File: src/design/mpq_ram.sv
// Generic single-port-write, single-port-read RAM with registered read data.
`default_nettype none
module mpq_ram #(
	parameter int WIDTH = 8,
	parameter int DEPTH = 16
) (
	input  wire logic                     clk,
	input  wire logic                     we,
	input  wire logic [$clog2(DEPTH)-1:0] waddr,
	input  wire logic [WIDTH-1:0]         wdata,
	input  wire logic                     re,
	input  wire logic [$clog2(DEPTH)-1:0] raddr,
	output logic      [WIDTH-1:0]         rdata
);

	logic [WIDTH-1:0] mem [DEPTH];

	always_ff @(posedge clk) begin
		if (we) begin
			mem[waddr] <= wdata;
		end
		if (re) begin
			rdata <= mem[raddr];
		end
	end

endmodule
`default_nettype wire

File: config.mk
export PLATFORM = sky130hd
export DESIGN_NAME = mpq_ram
export DESIGN_NICKNAME = d
export VERILOG_FILES = /design/src/design/mpq_ram.sv
export SDC_FILE = /design/constraint.sdc
export NUM_CORES = 1
export LEC_CHECK = 0
export BUFFER_PORTS_ARGS = -buffer_cell sky130_fd_sc_hd__buf_2
export CAP_MARGIN = 25
export CORE_ASPECT_RATIO = 0.8
export CORE_MARGIN = 1
export CORE_UTILIZATION = 35
export CTS_BUF_LIST = sky130_fd_sc_hd__clkbuf_8
export DETAILED_ROUTE_END_ITERATION = 7
export PLACE_DENSITY = 0.61
export RECOVER_POWER = 100
export SYNTH_ARGS = -nofsm -noshare
export SYNTH_HDL_FRONTEND = slang
export SYNTH_SLANG_ARGS = --single-unit
File: constraint.sdc
create_clock -name clk -period 3.4 [get_ports clk]
set_input_delay 1.02 -clock clk [delete_from_list [all_inputs] [get_ports clk]]
set_output_delay 1.02 -clock clk [all_outputs]
set_load 0.005 [all_outputs]
-- Word level (Yosys, flattened, before mapping)
Memories as Yosys holds them, arrays and structs flattened. A register that Yosys moved wholly into a read port is not among the register bits.
Index checks and enable logic that the tools add are counted.
- memories: 1
- logic and storage cells: 3
- bits in writable memories: 128
- output and inout port bits: 8
- bits of input ports: 19
- register bits after elaboration: 0
- muxes and demuxes: 2
- memory list (memory ; depth ; width ; rd ports ; clocked after Yosys merged registers in ; wr ports ; RTL line ; source):
    mem ; 16 ; 8 ; 1 ; 1 ; 1 ; 16 ; logic [WIDTH-1:0] mem [DEPTH];
- operators by type and width (operator ; number):
    $mux 1 ; 2

-- Longest topological paths before layout
- word-level depth: 2
- depth in mapped cells: 5
- mapped depth without buffers: 3

-- Worst setup path after synthesis
OpenSTA, ideal clock, no wires.
- path kind: input -> register
- start point: in waddr[2]
- end point: mem mem[0][0] (enable)
- data arrival time: 2.130 ns
- path slack: 0.887 ns
- cell stages on the path: 2
- setup time: 0.383 ns
- cells stage by stage: or3b_2 nor3_1
- RTL lines (item ; RTL line ; source):
    start, declared ; 9 ; input wire logic [$clog2(DEPTH)-1:0] waddr,
    end, declared ; 16 ;
Straight into the memory's write port.

==> key figures <==
Synth
  – Yosys reg bits: 136
  – Post-Synthesis Cells: 229
  – Synth Warn #: 0
  – Syn Std Cell Area: 0.005228 mm2
  – Synth cell count leaders: 136 x edfxtp_1, 18 x mux4_2, 16 x a22oi_1
  – Ranking of synthesized cells by area: edfxtp_1 78%, mux4_2 7.8%, mux4_1 7.0%, a22oi_1 2.3%, nor2_1 0.93%
  – Post-synthesis sequential area ratio: 78.12%
  – Yosys cell types: 18
  – Async S/R FF share, synth: 0%
  – Synth Net Count: 248
  – EDFF count, synth: 136
  – Yosys top cell area share: 78.12%
  – Average size of a mapped cell: 22.83 um2
  – Synth area leader: edfxtp_1
  – Synth Flop Type: edfxtp_1
  – Count leader, synth: edfxtp_1

Global routing
  – GRT met1 Usage: 20.45%
  – Grt ovf: 0
  – GR peak layer: met2
  – Vias in the first global route: 2526
  – GR Layer Usage met3: 4.536%
  – Met2 usage in global routing: 20.54%
  – Largest net degree at the start of global routing: 24
  – Antenna violations before repair: 1
  – First-pass GRT wire length: 15530 um
  – Tot GR Track Use: 14.25%

Layout
  – Layout area overhead: 15.53%
  – Layout cells sized above 1: 21.36%
  – Layout Nets: 301
  – Number of fill cells in the layout: 1281
  – Final core utilization: 41.81%
  – N_diodes: 0

Drt
  – Pre-Repair DR Iteration Count: 6
  – Vias per cell: 5.132
  – WL/cell: 21.33 um
  – Final wirelength: 10220 um
  – Antenna Nets Post-Route: 0
  – Total number of vias: 2458
  – DRC viols: 4
  – DR iter-0 viols: 173

Setup path
  – Crit path from: raddr[0]
  – CP max FO: 9
  – Crit path to: rdata[5]
  – Reg-to-reg startpoint: mem[1][5]
  – Reg2Reg Setup Slack: 1940 ps
  – Reg-to-Reg End: rdata[5]
  – Setup CP Type: primary input to flip-flop
  – Worst setup SP type: primary input
  – R2R cell count: 3
  – Worst EP required: 3570 ps
  – Worst EP arrival: 2830 ps
  – Critical path endpoint category: flip-flop

CTS
  – Hold_buf cts: 0
  – CTS tree: yes
  – Post_cts resized: 0
  – Clock sink count: 136
  – Setup bufs post-CTS: 0
  – Clock buffer count from CTS: 17
  – Worst-path clk slew: 80 ps
  – Clock Path Buffers: 2
  – CTS H-tree depth: 4
  – Clock Latency Late Sink: 420 ps
  – CTS Root Buffer Type: clkbuf_8

Floorplan
  – Die Ht: 111.3 um
  – Initial Utilization: 36.19%
  – IO Pins: 27
  – # rows: 39
  – Core footprint: 0.01444 mm2
  – Die area: 0.01543 mm2
  – Die width: 138.6 um

Timing
  – Final setup viols: 0
  – Slew Limit Fails: 0
  – Slew of the pin with the lowest slew margin: 896.1 ps
  – Clk_skew: 9.065 ps
  – Hold Vio Cnt, Final: 0
  – Fmax: 376.7 MHz
  – Min Hold Slack: 755.7 ps
  – Tcrit/Tclk final: 78.08%
  – Min cycle time layout: 2655 ps
  – Rel. slew slack: 40.04%
  – RSZ-0062 raised after global routing: false
  – Fin Setup TNS: 0 ps

Power and ir drop
  – Worst VDD drop: 259.0 uV
  – Pleak: 1.939 nW
  – Power Density: 594.0 mW/mm2

Placed design
  – HPWL after DPL: 6807 um
  – RePlAce Congestion: 0.7579
  – IO Port Bufs: 26

Run
  – Max-Cap Viols: 0

Worst hold path
  – Hold Path Class: flip-flop to flip-flop

Outcome
  – Status: finished, violations left
  – Failing checks: design-rule violations
==> sequential cells by signal, summed over array words and instances (netlist names) <==
| name | count |
|---|---|
| mem | 128 |
| rdata | 8 |
==> critical path, stage by stage <==
cell and delay [ps]:
clkbuf_1 550, buf_4 330, mux4_1 590, a22oi_1 250, nand2_1 80
==> metal layers <==
layer / vias to the layer above / share of wire, %
met2: 82 / 46
met1: 1287 / 46
met4: 2 / 0.0098
li1: 1085 / -
met5: - / 0.11
met3: 2 / 7.8
==> where the power goes <==
part,switching (mW),total [mW],internal [mW]
combinational,0.0955,0.162,0.0666
clock,0.586,1.53,0.939
sequential,0.0117,1.90,1.89
total,0.694,3.59,2.89
==> cells by family after synthesis <==
family / after synthesis / synth area share, %
muxes: 32 / 14.79
buffers and inverters: 10 / 1.651
AOI/OAI and AO/OA: 16 / 2.298
DFF: 136 / 78.12
and+or+nand+nor: 35 / 3.136
==> layout make-up <==
class	instances	area [um2]	share of cell area (%)
clock buffer	17	234.0	3.874
tap	184	230.2	3.812
multi-input combinational	83	1057	17.51
sequential	136	4084	67.62
timing repair buffer	44	203.9	3.377
clock inverter	15	230.2	3.812
==> how the worst min path moves through the flow <==
| stage | slack (ps) | endpoint | cells past startpoint | start |
|---|---|---|---|---|
| final | 760 | rdata[2] | 3 | mem[8][2] |
| after global routing | 800 | rdata[2] | 3 | mem[8][2] |
| after CTS | 760 | rdata[2] | 3 | mem[8][2] |
| after detailed placement | 740 | rdata[3] | 3 | mem[7][3] |
| after global placement | 730 | rdata[1] | 3 | mem[7][1] |
| after floorplan | 700 | rdata[0] | 3 | mem[7][0] |
==> stage by stage <==
stage	instance area [um2]	power, mW	worst slack, ps	std cells
after floorplan	5228	2.027	887.1	229
after global placement	5649	2.103	625.0	447
after detailed placement	5649	2.108	596.9	447
after CTS	6113	3.623	1049	479
after global routing	6040	3.697	555.7	479
final	6040	3.587	745.2	479
==> placed cells by master, fill, tap and decap left out <==
cell type	Yosys	routed
nand2_1	9	9
buf_12	0	1
clkinvlp_4	0	1
bufinv_16	0	6
and2b_1	1	1
clkbuf_8	0	17
nand3_1	1	1
clkinv_1	0	1
and2_1	1	1
clkinv_2	0	6
nand2b_1	2	2
a22oi_1	16	16
inv_6	0	1
edfxtp_1	136	136
mux4_1	14	14
nand3b_1	2	2
mux4_2	18	18
nor2_1	13	13
clkbuf_1	0	31
or3b_2	1	1
buf_4	1	3
buf_2	3	9
nor3_1	4	4
nor2b_1	1	1
Power figures use the tool's default switching activity.
