## src/design/mpq_pkg.sv

```systemverilog
// Package: shared types, codes and sizes for the min-priority queue.
`default_nettype none
package mpq_pkg;

	localparam int DEPTH      = 64;
	localparam int TAG_BITS   = 16;
	localparam int PRIO_BITS  = 16;
	localparam int STAMP_BITS = 32;
	localparam int IDX_BITS   = $clog2(DEPTH);
	localparam int CNT_BITS   = $clog2(DEPTH + 1);

	typedef enum logic [1:0] {
		REQ_INSERT   = 2'd0,
		REQ_REMOVE   = 2'd1,
		REQ_DECREASE = 2'd2,
		REQ_CLEAR    = 2'd3
	} req_type_t;

	typedef enum logic [2:0] {
		ST_OK          = 3'd0,
		ST_EMPTY       = 3'd1,
		ST_NOT_FOUND   = 3'd2,
		ST_LESS_URGENT = 3'd3,
		ST_FULL        = 3'd4
	} status_t;

	typedef struct packed {
		req_type_t              req_type;
		logic [TAG_BITS-1:0]    tag;
		logic [PRIO_BITS-1:0]   priority_req;
	} req_t;

	typedef struct packed {
		status_t                status;
		logic [TAG_BITS-1:0]    removed_tag;
		logic [PRIO_BITS-1:0]   removed_priority;
		logic                   front_valid;
		logic [TAG_BITS-1:0]    front_tag;
		logic [PRIO_BITS-1:0]   front_priority;
		logic [CNT_BITS-1:0]    occupancy;
	} result_t;

	// one slot as held in the entry memory
	typedef struct packed {
		logic [STAMP_BITS-1:0]  stamp;
		logic [PRIO_BITS-1:0]   prio;
		logic [TAG_BITS-1:0]    tag;
	} entry_t;

	// what one pass over the memory found
	typedef struct packed {
		logic                   front_found;
		logic [IDX_BITS-1:0]    front_idx;
		logic [TAG_BITS-1:0]    front_tag;
		logic [PRIO_BITS-1:0]   front_prio;
		logic                   match_found;
		logic [IDX_BITS-1:0]    match_idx;
		logic [PRIO_BITS-1:0]   match_prio;
		logic [STAMP_BITS-1:0]  match_stamp;
		logic                   free_found;
		logic [IDX_BITS-1:0]    free_idx;
	} scan_res_t;

endpackage
`default_nettype wire

```

## src/design/mpq_scan.sv

```systemverilog
// Scan unit: folds one returned slot per cycle into front, tag match and first free slot.
`default_nettype none
module mpq_scan (
	input  wire logic                          clk,
	input  wire logic                          arst_n,
	input  wire logic                          clr,
	input  wire logic                          hit,
	input  wire logic [mpq_pkg::IDX_BITS-1:0]  idx,
	input  wire logic                          slot_valid,
	input  wire mpq_pkg::entry_t               slot,
	input  wire logic [mpq_pkg::TAG_BITS-1:0]  key_tag,
	output mpq_pkg::scan_res_t                 res
);
	import mpq_pkg::*;

	logic                  front_found_q, match_found_q, free_found_q;
	logic [IDX_BITS-1:0]   front_idx_q, match_idx_q, free_idx_q;
	logic [TAG_BITS-1:0]   front_tag_q;
	logic [PRIO_BITS-1:0]  front_prio_q, match_prio_q;
	logic [STAMP_BITS-1:0] front_stamp_q, match_stamp_q;

	logic take_front, take_match, take_free;

	// strict compares: on a full tie the lower slot index stays
	always_comb begin
		take_front = hit && slot_valid &&
			(!front_found_q || (slot.prio < front_prio_q) ||
			 ((slot.prio == front_prio_q) && (slot.stamp < front_stamp_q)));
		take_match = hit && slot_valid && (slot.tag == key_tag) &&
			(!match_found_q || (slot.stamp < match_stamp_q));
		take_free  = hit && !slot_valid && !free_found_q;
	end

	always_ff @(posedge clk or negedge arst_n) begin
		if (!arst_n) begin
			front_found_q <= 1'b0;
			match_found_q <= 1'b0;
			free_found_q  <= 1'b0;
		end else if (clr) begin
			front_found_q <= 1'b0;
			match_found_q <= 1'b0;
			free_found_q  <= 1'b0;
		end else begin
			if (take_front) front_found_q <= 1'b1;
			if (take_match) match_found_q <= 1'b1;
			if (take_free)  free_found_q  <= 1'b1;
		end
	end

	always_ff @(posedge clk) begin
		if (!clr && take_front) begin
			front_idx_q   <= idx;
			front_tag_q   <= slot.tag;
			front_prio_q  <= slot.prio;
			front_stamp_q <= slot.stamp;
		end
		if (!clr && take_match) begin
			match_idx_q   <= idx;
			match_prio_q  <= slot.prio;
			match_stamp_q <= slot.stamp;
		end
		if (!clr && take_free) begin
			free_idx_q <= idx;
		end
	end

	always_comb begin
		res.front_found = front_found_q;
		res.front_idx   = front_idx_q;
		res.front_tag   = front_tag_q;
		res.front_prio  = front_prio_q;
		res.match_found = match_found_q;
		res.match_idx   = match_idx_q;
		res.match_prio  = match_prio_q;
		res.match_stamp = match_stamp_q;
		res.free_found  = free_found_q;
		res.free_idx    = free_idx_q;
	end

endmodule
`default_nettype wire

```

## config.mk

```make
export PLATFORM = sky130hd
export DESIGN_NAME = mpq_scan
export DESIGN_NICKNAME = d
export VERILOG_FILES = /design/src/design/mpq_pkg.sv /design/src/design/mpq_scan.sv
export SDC_FILE = /design/constraint.sdc
export NUM_CORES = 1
export LEC_CHECK = 0
export ABC_AREA = 1
export ABC_CLOCK_PERIOD_IN_PS = 6300
export BUFFER_PORTS_ARGS = -buffer_cell sky130_fd_sc_hd__buf_2
export CAP_MARGIN = 30
export CORE_MARGIN = 2
export CORE_UTILIZATION = 40
export DETAILED_ROUTE_END_ITERATION = 10
export PLACE_DENSITY = 0.7
export REMOVE_ABC_BUFFERS = 1
export SLEW_MARGIN = 10
export SYNTH_ARGS = -nofsm -noshare
export SYNTH_HDL_FRONTEND = slang
export SYNTH_SLANG_ARGS = --single-unit
```

## constraint.sdc

```tcl
create_clock -name clk -period 6.3 [get_ports clk]
set_input_delay 0.945 -clock clk [delete_from_list [all_inputs] [get_ports clk]]
set_output_delay 0.945 -clock clk [all_outputs]
set_load 0.01 [all_outputs]
```

; ---- Word-level counts from Yosys, hierarchy flattened
; Index checks and enable logic that the tools add are counted.
[word_totals]
ff_bits = 133
in_bits = 91
output_inout_bits = 101
[classes]
magnitude_cmp = 3
n_eq_ne = 2
muxes = 6
reduce_logical = 21
[op_table]
columns = cell, n
row1 = $lt A32 B32 Y1, 2
row2 = $eq A16 B16 Y1, 2
row3 = $lt A16 B16 Y1, 1
row4 = $logic_and A1 B1 Y1, 10
row5 = $mux W1, 6
row6 = $reduce_bool A2 Y1, 3
row7 = $logic_not A1 Y1, 5
row8 = $logic_or A1 B1 Y1, 3

; ---- Depth between registers and ports, before layout
; Gate-level depths: netlist (run 1).
[logic_depth]
ltp_word = 6
mapped_depth = 13
depth_no_buf = 13

; ---- Worst setup path before layout (run 1)
; No wires, ideal clock.
[synth_timing]
path_type = input -> register
start = input slot[37] in the netlist's numbering
end = register match_idx_q[0], enable pin
setup_time_ns = 0.484
arrival_ns = 4.384
t_required_ns = 5.816
setup_slack_ns = 1.433
path_stages = 10
path_cell_list = ha_1 a21oi_1 nor2_1 nor3_1 nand2_1 nand2_1 nand2_1 nand2_1 nand2_1 a21oi_1
[synth_between]
elab_chain_len = 4
[synth_lines]
columns = item, line_no
row1 = from (decl), mpq_scan.sv:10  ; input wire mpq_pkg::entry_t slot,
row2 = $lt A32 B32 Y1, mpq_scan.sv:30  ; (!match_found_q || (slot.stamp < match_stamp_q));
row3 = $logic_or A1 B1 Y1, mpq_scan.sv:30
row4 = $logic_and A1 B1 Y1, mpq_scan.sv:29  ; take_match = hit && slot_valid && (slot.tag == key_tag) &&
row5 = $logic_and A1 B1 Y1, mpq_scan.sv:57  ; if (!clr && take_match) begin
row6 = to (signal assigned), mpq_scan.sv:58  ; match_idx_q <= idx;
row7 = to (decl), mpq_scan.sv:17  ; logic [IDX_BITS-1:0] front_idx_q, match_idx_q, free_idx_q;
; Every way passes these cells.
; A chain may end at the register's enable or synchronous reset.

; ---- Worst setup path in the final report (run 1)
[layout_timing]
start = input slot[23] in the netlist's numbering
end = register front_tag_q[11], enable pin
[layout_between]
elab_chain_len = 5
[layout_lines]
columns = item, line_no
row1 = $lt A16 B16 Y1 / $eq A16 B16 Y1 (equally long branches), "mpq_scan.sv:27, mpq_scan.sv:28"
row2 = $logic_or A1 B1 Y1 / $logic_and A1 B1 Y1 (equally long branches), "mpq_scan.sv:27, mpq_scan.sv:28"
row3 = $logic_or A1 B1 Y1 *, mpq_scan.sv:27  ; (!front_found_q || (slot.prio < front_prio_q) ||
row4 = $logic_and A1 B1 Y1 *, mpq_scan.sv:26  ; take_front = hit && slot_valid &&
row5 = $logic_and A1 B1 Y1 *, mpq_scan.sv:51  ; if (!clr && take_front) begin
row6 = to (signal assigned), mpq_scan.sv:53  ; front_tag_q <= slot.tag;
row7 = to (decl), mpq_scan.sv:18  ; logic [TAG_BITS-1:0] front_tag_q;
; Mark *: on every way between the ends. The rest lies on a longest branch, timed or not.

==> summary.txt, run 1 <==
Clock network
  – CTS max path bufs: 2
  – Reg clk slew, reported paths: approximately 0.06 ns
  – CTS sink count: around 130
  – CTS resizes: 0
  – Post-CTS setup buffer count: 0
  – CTS tree: done
  – Num CTS Buffers: 17
  – Depth of the CTS H-tree: 4
  – Worst-Skew Late Latency: 0.42 ns
  – Hold-fix buffers, CTS: 0
  – CTS root buf: clkbuf_16

Synth
  – Commonest register cell after synthesis: edfxtp_1
  – FF+latch count, synth: roughly 130
  – Post-synth top area share: 0.6149
  – Async SR Flop Fraction: 0.02256
  – Largest cells by area after synthesis: edfxtp_1 (61%), ha_1 (15%), inv_1 (5.9%), nand2_1 (4.7%), a21oi_1 (3.0%)
  – Yosys cell types: 31
  – Post-synth top area cell: edfxtp_1
  – Post-synth top cells: edfxtp_1 (130), inv_1 (100), nand2_1 (79)
  – Syn Area/Cell: ~12 um^2
  – Count leader, synth: edfxtp_1
  – Yosys Warn Count: 0
  – Post-synth EDFFs: 130
  – Sequential fraction of the synthesis area: 0.6267
  – Syn Std Cell Area: between 6000 and 7000 um^2
  – Post-Syn Instances: roughly 520

Placed design
  – Worst slack, placed: roughly 2.8 ns
  – Post-Place Cells: around 930
  – DP Wirelength: 10.53 mm
  – Placer congestion estimate: approximately 0.87
  – I/O Buffers: about 190

Worst setup path
  – Critical path, cell by cell: buf_2, ha_1, nand2_2, nor2_4, nand3_2, nor3_2, nand3_1, nor2_1, nand2_1, a21oi_4, buf_12
  – Nature of the critical path startpoint: input pin
  – Worst R2R Start: front_prio_q[7]
  – CP arrival: 3.14 ns
  – Crit path max-delay family: simple AND/OR/NAND/NOR gates
  – WP buf/inv: 2
  – Max stage delay on crit path: roughly 0.64 ns
  – Start point of the critical path: slot[23]
  – Worst path slowest cell: a21oi_4
  – Critical Path Sink Type: flip-flop
  – Max Fanout on Critical Path: 38
  – Crit Path Class: input pin to flip-flop
  – Critical path required time: roughly 6.4 ns

Job
  – Max-cap violation count: 0

Finish
  – Layout cells sized above 1: 0.3235
  – Final cell count without fillers: 962
  – Area grow syn2layout: 29.56%
  – Nets: 901
  – Post-layout util: 0.5235

Global routing
  – Largest net degree at the start of global routing: 39
  – First-pass GRT wire length: between 20 and 25 mm
  – GRT Total Usage: 0.1660
  – Antenna violations before repair: 1
  – Vias in the first global route: 4233
  – Total gr overflow: 0

Die
  – Core Area: roughly 16000 um^2
  – Starting Density: 0.4040
  – Die Width: between 100 and 150 um
  – Die Ht: 130.0 um
  – IO Pins: between 150 and 200
  – Die Area: between 15000 and 20000 um^2
  – Site row count: between 40 and 50

STA
  – Fin crit period: around 3 ns
  – Worst-margin pin slew: a little under 0.9 ns
  – Slack of the critical path: 3.260 ns
  – Final Hold Fails: 0
  – Setup Skew: 0.01702 ns
  – Setup TNS: 0 ns
  – RSZ-0062 raised after global routing: false
  – Final period util: 0.4825
  – Max Clock Freq: 328.9 MHz
  – Slew margin rel.: 0.3993
  – Final setup vio count: 0
  – Max-slew violation count: 0

Power
  – Pint: ~1.6 mW
  – Sw power: between 0.4 and 0.5 mW
  – Reg power frac: 0.471
  – Pwr Total: 2.114 mW
  – Clock network fraction of total power: 0.455
  – Max VDD drop: 0.1639 mV
  – PwrDens: ~260 nW/um^2
  – Combinational power share: 0.074
  – Switching Fraction: 0.2207
  – Leak: between 3 and 4 nW

Routing
  – DRT iter0 DRCs: roughly 130
  – DR WL/cell: 14.11 um
  – Final WL: between 10 and 15 mm
  – Vias per Instance: around 4.5
  – Drt pass-1 iters: 4
  – DRC: 0
  – Vias post-DR: about 4400
  – ANT nets after route: 0

Hold path
  – Min-Delay Path Class: input pin to asynchronous set/reset pin

Outcome
  – Outcome: finished clean
==> routing by layer <==
layer / global-route usage / part of all wire
met2: 0.2658 / 0.47
met4: 0.06958 / 0.017
met5: 0 / 0
met1: 0.2029 / 0.44
met3: 0.06232 / 0.074
==> cells by family (layout without fill, tap and decap cells) <==
logic type,Yosys count,after routing,share of synthesized area
AO/OA/AOI/OAI,61,61,0.05183
XOR/XNOR,6,6,0.008277
adder cells (fa/ha/maj),78,78,0.1537
buffers and inverters,109,333,0.06622
flip-flops,133,133,0.6267
other,0,1,0
AND/OR/NAND/NOR,134,134,0.09322
==> final cells by class <==
class                           instances  area [um^2]
Tap cell                              216        270.3
Fill cell                            1420         7487
Timing Repair Buffer                  195         1031
Inverter                              106        397.9
Multi-Input combinational cell        279         1968
Sequential cell                       133         3979
Clock inverter                         12        130.1
Clock buffer                           20        446.7
Antenna cell                            1        2.502
==> sequential cells by signal (all words and copies together) (netlist names) <==
register and flops:
front_stamp_q 32, match_stamp_q 32, front_prio_q 16, front_tag_q 16
match_prio_q 16, free_idx_q 6, front_idx_q 6, match_idx_q 6
free_found_q 1, front_found_q 1, match_found_q 1
==> final timing paths <==
path                                         to  slack (ns)  cells after the start
worst max-delay path            front_tag_q[11]        3.26                     11
min in group clk                   free_found_q        0.54                      2
worst min register to register     free_found_q        0.54                      2
worst min-delay path               free_found_q        0.32                      1
max in group asynchronous         match_found_q        5.85                      1
worst max register to register  front_tag_q[11]        3.53                     11
==> per-stage QoR <==
step / cell area, um^2 / hold WS [ns]
floorplan: 6326 / 0.5529
CTS: 8223 / 0.3202
global route: 8223 / 0.3149
global placement: 7599 / 0.5288
finish: 8225 / 0.3240
detailed placement: 7646 / 0.5310
==> power groups by stage <==
stage / registers, mW / clock network [mW] / logic (mW)
floorplan: 1.02 / 0 / 0.0746
global placement: 1.01 / 0 / 0.154
detailed placement: 1.01 / 0 / 0.159
CTS: 0.995 / 0.987 / 0.160
global route: 0.996 / 1.02 / 0.181
finish: 0.995 / 0.962 / 0.157
==> cells in the final DEF, fill, tap and decap left out, drive strengths merged, types with 2 or more instances in the layout <==
master    count
buf         195
edfxtp      130
inv         107
nand2        81
ha           78
a21oi        39
nor2         27
clkbuf       20
o21ai        15
nor3          7
nand4         6
xor2          5
clkinvlp      5
nand3         5
nor4          4
or2           4
clkinv        4
dfrtp         3
o21a          3
bufinv        2
No activity file was read; power rests on OpenSTA's default activity.
==> run 2, diff against run 1 <==
ABC_AREA = 0   (was 1)
ABC_CLOCK_PERIOD_IN_PS = 2650   (was 6300)
PLACE_DENSITY = 0.72   (was 0.7)
clock period = 2.65 ns   (was 6.3 ns; I/O delays follow)
==> run 2 against run 1 <==
The run now ends with setup timing left. Flip-flop and latch count unchanged. Critical path depth unchanged. Sequential share of layout area down 3.6 points. Critical endpoint is now match_prio_q[5]. Largest power group unchanged.
==> summary.txt, run 2 <==
STA
  – RSZ-0062 raised after global routing: true
  – Slew margin rel.: 0.7314
  – Fin crit period: ~2.8 ns
  – Final period util: 1.056
  – Setup TNS: -6.949 ns
  – Max-slew violation count: 0
  – Max Clock Freq: roughly 360 MHz
  – Final setup vio count: between 50 and 60
  – Final Hold Fails: 0
  – Setup Skew: 0.007300 ns
  – Worst-margin pin slew: between 0.3 and 0.4 ns
  – Slack of the critical path: -0.1491 ns

Die
  – Site row count: 45
  – Core Area: 15200 um^2
  – Die Width: about 130 um
  – Die Area: ~17000 um^2
  – Starting Density: 0.4088
  – IO Pins: roughly 190
  – Die Ht: roughly 130 um

Hold path
  – Min-Delay Path Class: input pin to flip-flop

Worst setup path
  – WP buf/inv: 4
  – Critical Path Sink Type: flip-flop
  – Crit Path Class: flip-flop to flip-flop
  – Critical path, cell by cell: inv_1, ha_1, a21oi_2, o21a_2, o221ai_2, a2111oi_4, o31ai_2, buf_4, a311oi_4, buf_6, clkbuf_16
  – CP arrival: a little under 3 ns
  – Critical path required time: 2.78 ns
  – Worst path slowest cell: a2111oi_4
  – Nature of the critical path startpoint: flip-flop
  – Crit path max-delay family: compound AO/OA/AOI/OAI gates
  – Max stage delay on crit path: about 0.42 ns
  – Max Fanout on Critical Path: 5
  – Reg-to-reg slack, setup: -0.15 ns

Routing
  – Vias post-DR: 4489
  – Vias per Instance: 4.922
  – ANT nets after route: 0
  – DRC: 0
  – Final WL: 14.78 mm
  – DRT iter0 DRCs: ~150
  – Drt pass-1 iters: 4
  – DR WL/cell: 16.21 um

Global routing
  – Largest net degree at the start of global routing: 24
  – Total gr overflow: 0
  – Vias in the first global route: about 4500
  – GRT Total Usage: 0.1774
  – Antenna violations before repair: 1
  – First-pass GRT wire length: 22.25 mm

Synth
  – Yosys cell types: between 40 and 50
  – Count leader, synth: edfxtp_1
  – FF+latch count, synth: about 130
  – Post-Syn Instances: between 400 and 500
  – Async SR Flop Fraction: 0.02256
  – Commonest register cell after synthesis: edfxtp_1
  – Largest cells by area after synthesis: edfxtp_1 (63%), ha_1 (16%), inv_1 (4.9%), a21oi_1 (1.8%), xor2_1 (1.7%)
  – Post-synth top cells: edfxtp_1 (130), inv_1 (81), ha_1 (78)
  – Syn Std Cell Area: around 6200 um^2
  – Post-synth top area cell: edfxtp_1
  – Sequential fraction of the synthesis area: 0.6402
  – Syn Area/Cell: 14.29 um^2
  – Post-synth top area share: 0.6281
  – Yosys Warn Count: 0
  – Post-synth EDFFs: between 100 and 150

Finish
  – Largest regs: front_stamp_q: 32 flops, match_stamp_q: 32 flops
  – Area grow syn2layout: 42.88%
  – Layout cells sized above 1: 0.4398
  – Most common cell after layout, fill and taps aside: buf_2
  – Nets: 880
  – Commonest cells after routing, fill and taps aside: buf_2 (191), edfxtp_1 (130), inv_1 (78), ha_1 (73), buf_4 (52)
  – Post-layout util: 0.5841

Placed design
  – Worst slack, placed: -0.3779 ns
  – Placer congestion estimate: around 0.83
  – I/O Buffers: between 150 and 200
  – DP Wirelength: about 11 mm

Power
  – PwrDens: roughly 570 nW/um^2
  – Max VDD drop: about 0.41 mV
  – Leak: 4.005 nW

Clock network
  – Depth of the CTS H-tree: 4
  – CTS sink count: between 100 and 150
  – CTS root buf: clkbuf_16
  – Reg clk slew, reported paths: approximately 0.06 ns
  – CTS max path bufs: 2
  – Worst-Skew Late Latency: roughly 0.4 ns
  – CTS tree: done
  – Num CTS Buffers: 17

Outcome
  – Failing checks: setup timing
  – Outcome: complete, but fails checks

Job
  – Max-cap violation count: 0
-- run 2: stage by stage --
stage                     cells  area (um^2)  hold slack (ns)  power [mW]
after CTS                   904         8695           0.1632       5.075
after floorplan             432         6192           0.1019       2.583
final                       912         8880           0.1827       5.038
after detailed placement    865         7886           0.2071       2.818
after global placement      865         7886           0.2019       2.798
after global routing        911         8877           0.1651       5.227
-- run 2: path summary, 6_finish.rpt --
kind | endpoint | cells after the start | startpoint
max | match_prio_q[5] | 11 | match_stamp_q[7]
min | front_tag_q[0] | 1 | slot[0]
min reg2reg | free_found_q | 2 | free_found_q
min in group asynchronous | match_found_q | 2 | arst_n
max reg2reg | match_prio_q[5] | 11 | match_stamp_q[7]
max in group asynchronous | free_found_q | 2 | arst_n
-- run 2: layout make-up --
class	instances	area, um^2
antenna	1	2.502
clock buffer	18	429.2
clock inverter	13	136.4
fill	1199	6322
inverter	81	304.0
multi-input combinational	218	2112
sequential	133	3979
tap	188	235.2
timing repair buffer	260	1682
-- run 2: cells by family (layout without fill, tap and decap cells) --
group | Yosys count | in the layout | share of synthesized area
fa+ha+maj | 78 | 78 | 0.1570
simple gates | 59 | 59 | 0.05496
compound gates | 65 | 65 | 0.07268
other cells | 0 | 1 | 0
buf+inv | 84 | 372 | 0.05255
xor+xnor | 16 | 16 | 0.02255
flops | 133 | 133 | 0.6402
-- run 2: layer usage --
metal / global-route usage / wire, um
met1: 0.2141 / 6098
met2: 0.3000 / 7205
met3: 0.05198 / 1169
met4: 0.07033 / 307
met5: 0 / 0
-- run 2: what timing repair did --
| item | in CTS | in global routing |
|---|---|---|
| pin swaps | 8 | 13 |
| setup buffers | 4 | 5 |
| endpoints found under the hold margin | 3 | 0 |
| endpoints found under the setup margin | 124 | 90 |
| resized for setup | 17 | 17 |
| cloned | 4 | 3 |
| hold buffers | 1 | 0 |
-- run 2: where the power goes --
part | internal, mW | switching [mW] | leakage [nW]
logic | 0.215 | 0.227 | 2.51
registers | 2.35 | 0.0127 | 1.22
clock network | 1.37 | 0.858 | 0.269
total | 3.94 | 1.10 | 4.01
